[config.mk]
export PLATFORM = sky130hd
export DESIGN_NAME = collision_pair_xor_merger_unit
export DESIGN_NICKNAME = d
export VERILOG_FILES = /design/src/design/cpxm_pkg.sv /design/src/design/cpxm_pair_store.sv /design/src/design/collision_pair_xor_merger_unit.sv
export SDC_FILE = /design/constraint.sdc
export NUM_CORES = 2
export LEC_CHECK = 0
export ABC_CLOCK_PERIOD_IN_PS = 23700
export BUFFER_PORTS_ARGS = -buffer_cell sky130_fd_sc_hd__buf_2
export CORE_MARGIN = 2
export CORE_UTILIZATION = 35
export DETAILED_ROUTE_END_ITERATION = 10
export PLACE_DENSITY = 0.52
export SETUP_SLACK_MARGIN = 0.1
export SLEW_MARGIN = 25
export SYNTH_ARGS = -nofsm -noshare
export SYNTH_HDL_FRONTEND = slang
export SYNTH_HIERARCHICAL = 1
export SYNTH_SLANG_ARGS = --single-unit
export TNS_END_PERCENT = 100
[constraint.sdc]
create_clock -name aclk -period 23.7 [get_ports aclk]
set_input_delay 3.555 -clock aclk [delete_from_list [all_inputs] [get_ports aclk]]
set_output_delay 3.555 -clock aclk [all_outputs]
set_load 0.1 [all_outputs]
[src/design/cpxm_pkg.sv]
// ----------------------------------------------------------------------------
// cpxm_pkg
// shared widths, reset values and state encoding for the collision pair
// xor merger
// ----------------------------------------------------------------------------
package cpxm_pkg;

    localparam int ITEM_BITS   = 200;
    localparam int MERGED_BITS = 180;
    localparam int S_TDATA_W   = 200;
    localparam int M_TDATA_W   = 184;
    localparam int LIMIT_BITS  = 23;

    localparam logic [LIMIT_BITS-1:0] LIMIT_RESET = 23'd2097152;

    typedef enum logic [1:0] {
        ST_IDLE = 2'b01,
        ST_PAIR = 2'b10
    } state_t;

endpackage

[src/design/cpxm_pair_store.sv]
// ----------------------------------------------------------------------------
// cpxm_pair_store
// group store with one write and one registered read port; xors the word
// read back with the held item and drops the key bits
// ----------------------------------------------------------------------------
module cpxm_pair_store #(
    parameter int GROUP_DEPTH = 16,
    parameter int KEY_BITS    = 20,
    parameter int IDX_W       = 4
) (
    input  logic                              aclk,
    input  logic                              wr_en,
    input  logic [IDX_W-1:0]                  wr_addr,
    input  logic [cpxm_pkg::ITEM_BITS-1:0]    wr_item,
    input  logic [IDX_W-1:0]                  rd_addr,
    input  logic [cpxm_pkg::ITEM_BITS-1:0]    pair_item,
    output logic [cpxm_pkg::MERGED_BITS-1:0]  merged
);

    logic [cpxm_pkg::ITEM_BITS-1:0] mem [GROUP_DEPTH];
    logic [cpxm_pkg::ITEM_BITS-1:0] rd_item_reg;
    logic [cpxm_pkg::ITEM_BITS-1:0] pair_xor;
    logic [cpxm_pkg::ITEM_BITS-1:0] pair_shifted;

    always_ff @(posedge aclk) begin
        if (wr_en) begin
            mem[wr_addr] <= wr_item;
        end
        rd_item_reg <= mem[rd_addr];
    end

    assign pair_xor     = rd_item_reg ^ pair_item;
    assign pair_shifted = pair_xor >> KEY_BITS;
    assign merged       = pair_shifted[cpxm_pkg::MERGED_BITS-1:0];

endmodule

[src/design/collision_pair_xor_merger_unit.sv]
// ----------------------------------------------------------------------------
// collision_pair_xor_merger_unit
// pairs each item with the stored items of its equal-key group and emits
// the xor of every pair, up to the output limit, with the key bits dropped
// ----------------------------------------------------------------------------
// input words arrive on s_ sorted by key; s_tlast marks the end of a list
// a word whose key matches the open group is paired with every stored item,
// oldest first, until the output limit is met, one result word per cycle on
// m_; m_tlast marks the last result of an input word, m_tuser flags that the
// input found the store full; an input word that opens a group, or meets the
// output limit, gives no result; a word with results holds off new input
// until its last result is registered; the user must write output_limit through
// cfg_wr_en / cfg_wr_data only while idle, which the block does not enforce
// reset empties the group, clears the emitted count and restores the limit
// when m_tready is low the result waits in the output register and the pair
// loop holds; a new input word is taken while the last result still waits
// ----------------------------------------------------------------------------
module collision_pair_xor_merger_unit #(
    parameter int GROUP_DEPTH = 16,
    parameter int KEY_BITS    = 20
) (
    input  logic                                aclk,
    input  logic                                aresetn,
    input  logic                                cfg_wr_en,
    input  logic [cpxm_pkg::LIMIT_BITS-1:0]     cfg_wr_data,   // output_limit
    input  logic                                s_tvalid,
    output logic                                s_tready,
    // item_bits_low, item_bits_mid, item_bits_high, item_top_byte
    input  logic [cpxm_pkg::S_TDATA_W-1:0]      s_tdata,
    input  logic                                s_tlast,       // list_end
    output logic                                m_tvalid,
    input  logic                                m_tready,
    // merged_low, merged_mid, merged_high, zero pad
    output logic [cpxm_pkg::M_TDATA_W-1:0]      m_tdata,
    output logic                                m_tlast,       // run_last
    output logic                                m_tuser        // group_overflow
);

    localparam int IDX_W = $clog2(GROUP_DEPTH);

    cpxm_pkg::state_t state_reg, state_next;

    logic [cpxm_pkg::LIMIT_BITS-1:0] limit_reg;
    logic [cpxm_pkg::LIMIT_BITS-1:0] emitted_reg, emitted_next;
    logic [KEY_BITS-1:0]             key_reg, key_next;
    logic [IDX_W-1:0]                fill_reg, fill_next;
    logic [IDX_W-1:0]                idx_reg, idx_next;
    logic [IDX_W-1:0]                npairs_reg, npairs_next;
    logic                            ovf_reg, ovf_next;
    logic                            end_reg, end_next;
    logic                            m_valid_reg, m_valid_next;
    logic [cpxm_pkg::ITEM_BITS-1:0]  item_reg;
    logic [cpxm_pkg::MERGED_BITS-1:0] m_data_reg;
    logic                            m_last_reg;
    logic                            m_user_reg;

    logic                            accept;
    logic [cpxm_pkg::ITEM_BITS-1:0]  in_item;
    logic [KEY_BITS-1:0]             in_key;
    logic                            same_group;
    logic                            store_full;
    logic                            has_pairs;
    logic                            emit_ok;
    logic                            step;
    logic                            last_pair;
    logic                            wr_en;
    logic [IDX_W-1:0]                wr_addr;
    logic [IDX_W-1:0]                rd_addr;
    logic [cpxm_pkg::MERGED_BITS-1:0] merged;

    assign s_tready   = (state_reg == cpxm_pkg::ST_IDLE);
    assign accept     = s_tvalid && s_tready;
    assign in_item    = s_tdata[cpxm_pkg::ITEM_BITS-1:0];
    assign in_key     = s_tdata[KEY_BITS-1:0];
    assign same_group = (fill_reg != '0) && (in_key == key_reg);
    assign store_full = (fill_reg >= IDX_W'(GROUP_DEPTH - 1));
    assign has_pairs  = same_group && (emitted_reg < limit_reg);

    assign emit_ok   = !m_valid_reg || m_tready;
    assign step      = (state_reg == cpxm_pkg::ST_PAIR) && emit_ok;
    assign last_pair = (idx_reg == (npairs_reg - IDX_W'(1)))
                    || ((emitted_reg + cpxm_pkg::LIMIT_BITS'(1)) == limit_reg);

    assign wr_en   = accept && (!same_group || !store_full);
    assign wr_addr = same_group ? fill_reg : '0;
    assign rd_addr = step ? (idx_reg + IDX_W'(1)) : idx_reg;

    cpxm_pair_store #(
        .GROUP_DEPTH (GROUP_DEPTH),
        .KEY_BITS    (KEY_BITS),
        .IDX_W       (IDX_W)
    ) u_store (
        .aclk      (aclk),
        .wr_en     (wr_en),
        .wr_addr   (wr_addr),
        .wr_item   (in_item),
        .rd_addr   (rd_addr),
        .pair_item (item_reg),
        .merged    (merged)
    );

    always_comb begin
        state_next   = state_reg;
        emitted_next = emitted_reg;
        key_next     = key_reg;
        fill_next    = fill_reg;
        idx_next     = idx_reg;
        npairs_next  = npairs_reg;
        ovf_next     = ovf_reg;
        end_next     = end_reg;
        m_valid_next = m_valid_reg && !m_tready;

        case (state_reg)
            cpxm_pkg::ST_IDLE: begin
                if (accept) begin
                    ovf_next    = same_group && store_full;
                    npairs_next = fill_reg;
                    idx_next    = '0;
                    end_next    = s_tlast;
                    if (!same_group) begin
                        key_next  = in_key;
                        fill_next = IDX_W'(1);
                    end else if (!store_full) begin
                        fill_next = fill_reg + IDX_W'(1);
                    end
                    if (has_pairs) begin
                        state_next = cpxm_pkg::ST_PAIR;
                    end else if (s_tlast) begin
                        emitted_next = '0;
                    end
                    if (s_tlast) begin
                        fill_next = '0;
                    end
                end
            end
            cpxm_pkg::ST_PAIR: begin
                if (emit_ok) begin
                    m_valid_next = 1'b1;
                    emitted_next = emitted_reg + cpxm_pkg::LIMIT_BITS'(1);
                    idx_next     = idx_reg + IDX_W'(1);
                    if (last_pair) begin
                        state_next = cpxm_pkg::ST_IDLE;
                        idx_next   = '0;
                        if (end_reg) begin
                            emitted_next = '0;
                        end
                    end
                end
            end
            default: begin
                state_next = cpxm_pkg::ST_IDLE;
                idx_next   = '0;
            end
        endcase
    end

    always_ff @(posedge aclk) begin
        if (!aresetn) begin
            state_reg   <= cpxm_pkg::ST_IDLE;
            limit_reg   <= cpxm_pkg::LIMIT_RESET;
            emitted_reg <= '0;
            key_reg     <= '0;
            fill_reg    <= '0;
            idx_reg     <= '0;
            npairs_reg  <= '0;
            ovf_reg     <= 1'b0;
            end_reg     <= 1'b0;
            m_valid_reg <= 1'b0;
        end else begin
            state_reg   <= state_next;
            if (cfg_wr_en) begin
                limit_reg <= cfg_wr_data;
            end
            emitted_reg <= emitted_next;
            key_reg     <= key_next;
            fill_reg    <= fill_next;
            idx_reg     <= idx_next;
            npairs_reg  <= npairs_next;
            ovf_reg     <= ovf_next;
            end_reg     <= end_next;
            m_valid_reg <= m_valid_next;
        end
    end

    // payload
    always_ff @(posedge aclk) begin
        if (accept) begin
            item_reg <= in_item;
        end
        if (step) begin
            m_data_reg <= merged;
            m_last_reg <= last_pair;
            m_user_reg <= ovf_reg;
        end
    end

    assign m_tvalid = m_valid_reg;
    assign m_tdata  = {{(cpxm_pkg::M_TDATA_W - cpxm_pkg::MERGED_BITS){1'b0}}, m_data_reg};
    assign m_tlast  = m_last_reg;
    assign m_tuser  = m_user_reg;

endmodule
* Yosys cells after proc, flatten, opt, wreduce, memory -nomap -nowiden
Memory sizes are Yosys's and may differ from the RTL's. A register that Yosys moved wholly into a read port is not among the register bits. Cells that the tools add are included.
Operators by class: shifts and indexed selects 0, mux-type cells 25, add/sub/neg operators 4, eq/ne operators 12, order comparisons 2, reduce and logical (&&, ||, !) cells 22, div/mod/pow operators 0, multiply operators 0, bitwise logic cells 2
Operator list (number):
- $xor 200x200->200 | 1
- $mux 23 | 6
- $pmux 23 s2 | 1
- $mux 4 | 8
- $add 23x1->23 const B | 1
- $eq 23x23->1 | 1
- $lt 23x23->1 | 1
- $eq 20x20->1 | 1
- $add 4x1->4 const B | 2
- $mux 2 | 4
- $pmux 4 s2 | 1
- $logic_and 1x1->1 | 7
- $ne 2x1->1 const B | 3
- $ne 2x2->1 const B | 3
- $reduce_and 3->1 | 2
- $reduce_and 5->1 | 1
- $eq 4x4->1 | 1
- $ge 4x4->1 const B | 1
- $logic_not 1->1 | 4
- $mux 1 | 4
- $pmux 2 s2 | 1
- $reduce_and 2->1 | 2
- $reduce_and 4->1 | 1
- $reduce_bool 4->1 | 1
- 7 further kinds | 9
Word-level totals: output and inout bits 188, memories 1, input bits 229, logic and storage cells 82, ROM bits 0, register bits after elaboration 465, RAM bits 3200, latch bits 0
Memory list:
- u_store.mem | depth 16, width 200, rd ports 1, clocked after Yosys merged registers in 1, wr ports 1, RTL line cpxm_pair_store.sv:20 | logic [cpxm_pkg::ITEM_BITS-1:0] mem [GROUP_DEPTH];

* Longest topological paths before layout
depth in word-level cells 7, gate-level depth with buffers 13, mapped depth without buffers 11

* Cells and area by module
The synthesis kept the hierarchy.
By module, submodules not included:
- cpxm_pair_store | instances 1, cells an instance 4940, area an instance 113218.6 um^2, seq. area each 90086.4 um^2
- collision_pair_xor_merger_unit | instances 1, cells an instance 995, area an instance 16662.2 um^2, seq. area each 13132.6 um^2

* Least setup slack after synthesis
OpenSTA, ideal clock, no wires.
path kind input port to flip-flop, start input port s_tdata[9] (netlist name), end memory u_store/mem[0][100] (netlist name), enable pin, slack 5.555 ns, setup time 0.940 ns, data required time 22.760 ns, stages 8, path buffers 0, arrival time 17.204 ns, cells stage by stage xor2_1 nor4_1 nand4_1 nor3_1 and2_1 a31oi_1 or3b_2 nor3_1
Between the ends: elaborated cells on any way between the ends 8, classes of those cells eq/ne (1); mux (3); reduce/logical (4)
RTL lines:
- start: declaration | RTL line collision_pair_xor_merger_unit.sv:29 | input logic [cpxm_pkg::S_TDATA_W-1:0] s_tdata,
- $eq 20x20->1 | RTL line collision_pair_xor_merger_unit.sv:75 | assign same_group = (fill_reg != '0) && (in_key == key_reg);
- $logic_and 1x1->1 | RTL line collision_pair_xor_merger_unit.sv:75
- $mux 4 | RTL line collision_pair_xor_merger_unit.sv:85 | assign wr_addr = same_group ? fill_reg : '0;
- named net wr_addr[2] | RTL line collision_pair_xor_merger_unit.sv:67 | logic [IDX_W-1:0] wr_addr;
- end: declaration | RTL line cpxm_pair_store.sv:20
The timed path passes the listed nets, and every way through them passes these cells.

* Worst setup path after layout
start input port s_tdata[17] (netlist name), end memory u_store/mem[0][107] (netlist name), enable pin
The elaborated chain is that of the path after synthesis.

==> flow_metrics.py <==
metrics = {
    "timing": {
        "final_min_period_over_clock_period": 0.3430,
        "min_period_ps": 8129,
        "max_clock_freq_mhz": 123.0,
        "hold_ws_ps": 483.0,
        "setup_violations": 0,
        "rsz0062_at_grt": "false",
        "final.setup.worst_slack_ps": 15570,
        "finalHoldViolCount": 0,
        "timing.max_slew.rel_slack": 0.1994,
        "totalNegativeSetupSlack_ps": 0,
        "slew_viol_final": 0,
        "finalClockSkew_ps": 64.35,
        "worst_pin_slew_ps": 1201,
    },
    "drt": {
        "wl_per_cell_um": 27.95,
        "drt_iter0_markers": 5811,
        "drt_wl_total_mm": 327.8,
        "detail_route.drc_violations": 0,
        "detail_route.vias_per_cell": 5.206,
        "drtPass1Iterations": 5,
        "drtAntennaViolNets": 0,
        "routed-via-count": 61060,
    },
    "hold_path": {
        "hold_path_depth": 0,
        "type_of_the_tightest_min_delay_check": "reg -> reg",
    },
    "global_routing": {
        "global_route.usage.total": 0.1729,
        "grt_pass1_vias": 63620,
        "antenna_found_initial": 90,
        "grt_pass1_wl_mm": 467.4,
        "largest_net_degree_at_the_start_of_global_routing": 109,
        "globalRouteOverflowTotal": 0,
    },
    "critical_path": {
        "timing.critical_path.arrival_ps": 8640,
        "worst_setup_end_kind": "flop",
        "worst_path_max_fanout": 75,
        "path_buf_inv": 5,
        "cp_class": "in -> reg",
        "critical_path.reg2reg.startpoint": "fill_reg[0]",
        "depth_of_the_critical_timing_path_with_buffers_and_inverters_included": 13,
        "path_common_cell": "sky130_fd_sc_hd__buf_4",
        "rrSetupSlack_ps": 17920,
        "critical_path.slowest_cell": "sky130_fd_sc_hd__buf_4",
        "timing.critical_path.max_delay_family": "buffers and inverters",
        "r2r.worst_path.cells": 13,
        "worst_setup_path_start_kind": "input pin",
        "worst_setup_startpoint": "s_tdata[17]",
        "timing.critical_path.cells": "buf_2 > xor2_1 > nor4_1 > nand4_1 > nor3_1 > and2_1 > a31oi_1 > or3b_2 > nor3_2 > buf_4 > buf_12 > buf_4 > buf_4",
        "critPathRequiredTime_ps": 24220,
        "regToRegEndpoint": "u_store/mem[0][107]",
        "cpPeakStageDelay_ps": 850,
        "worst_setup_path_endpoint": "u_store/mem[0][107]",
    },
    "power": {
        "peakVddDrop_v": 0.00006138,
        "p_per_area_nw_per_um2": 85.98,
        "power_leakage_nw": 47.11,
        "post-layout-total-power_mw": 12.87,
    },
    "yosys": {
        "synthesis.instances": 5915,
        "netlist_area_um2": 129300,
        "synthesis.yosys.warnings": 6,
        "syn_avg_cell_area_um2": 21.86,
    },
    "run_status": {
        "outcome": "complete, no violations",
    },
    "finish": {
        "nNetsFinal": 6808,
        "top_register": "u_store/mem",
        "finish.cell_count_without_fillers": 11730,
        "layout-area-overhead-vs-synth_pct": 15.80,
        "final_area_um2": 149700,
        "num-fill-cells": 32400,
        "drive_above_1_share": 0.2610,
        "largest_register_ff_count": 2880,
        "final_util": 0.4065,
    },
    "die": {
        "vertical_die_dimension_um": 611.8,
        "rows": 223,
        "die_width_um": 611.8,
        "start_util": 0.3510,
        "ioPinCount": 417,
        "die_area_um2": 374300,
        "coreArea_um2": 368300,
    },
    "clocking": {
        "clock_path_buffers": 4,
        "cts_repair_resize_count": 0,
        "cts_root_buf": "sky130_fd_sc_hd__clkbuf_16",
        "clock_insertion_delay_at_the_later_pin_of_the_skew_report_ps": 970,
        "postCtsSetupBuffers": 0,
        "cts-hold-fix-buffers": 0,
        "htree_num_levels": 5,
        "cts_buffers": 378,
        "tritoncts": "done",
        "cts.sink_count": 3505,
        "worst_setup_hold_path_clk_slew_ps": 60,
    },
    "place": {
        "port_buffers": 412,
        "postPlaceCellArea_um2": 137300,
        "finalWeightedCongestion": 0.7393,
        "detailedPlacementHpwl_mm": 167.1,
        "detailedPlace.worstSlack_ps": 14040,
        "post-place-cells": 11010,
    },
    "run": {
        "cap_violations": 0,
    },
}
[routing by layer]
layer,track usage,wire length [µm]
met2,0.2900,162000
met3,0.02857,18460
met4,0.04291,7687
met5,0,161
met1,0.2345,139500
[worst reg2reg max path: cells and delay by family (launching register included)]
kind,cells,cell delay (ps)
AO/OA/AOI/OAI,2,540
buffers and inverters,5,2970
adder cells (fa/ha/maj),1,160
AND/OR/NAND/NOR,5,1320
flip-flops,1,350
[power breakdown]
group	switching [mW]	internal, mW	total, mW
registers	0.0237	6.82	6.84
logic	0.150	0.0664	0.216
clock network	2.44	3.38	5.82
total	2.61	10.3	12.9
[area by class of cell]
class	count	area (µm²)	share of cell area
antenna	18	45.04	0.0003009
clock buffer	504	10350	0.06914
clock inverter	199	1946	0.01300
inverter	38	158.9	0.001061
multi-input combinational	2088	25230	0.1685
sequential	3505	102600	0.6854
tap	4837	6052	0.04043
timing repair buffer	540	3312	0.02212
[placed cells by master, fill, tap and decap left out, drive strengths merged, types with 5 or more instances in the layout]
| master | instances |
|---|---|
| mux2i | 189 |
| a211oi | 33 |
| edfxtp | 3242 |
| bufinv | 27 |
| nor2 | 84 |
| nand4 | 17 |
| o22ai | 33 |
| a31oi | 6 |
| dfxtp | 263 |
| ha | 28 |
| a22oi | 299 |
| and2 | 9 |
| diode | 18 |
| o311ai | 9 |
| nand3 | 28 |
| mux4 | 655 |
| nand2b | 9 |
| clkbuf | 504 |
| a21oi | 52 |
| o211ai | 28 |
| nand2 | 207 |
| a22o | 9 |
| and4 | 5 |
| nor2b | 30 |
| o31ai | 5 |
| a21boi | 10 |
| nor3 | 11 |
| o21ai | 27 |
| and3 | 5 |
| inv | 49 |
| a21o | 11 |
| clkinv | 145 |
| buf | 540 |
| xnor2 | 33 |
| xor2 | 205 |
| clkinvlp | 16 |
| nor4 | 14 |
[worst min path at each step]
stage,startpoint,end,slack [ps]
2_1_floorplan,ovf_reg,m_tuser,400
3_3_place_gp,npairs_reg[3],npairs_reg[3],480
3_5_place_dp,ovf_reg,m_tuser,470
4_1_cts,npairs_reg[3],npairs_reg[3],490
5_1_grt,ovf_reg,m_tuser,510
6_report,ovf_reg,m_tuser,480
Power figures use the tool's default switching activity.
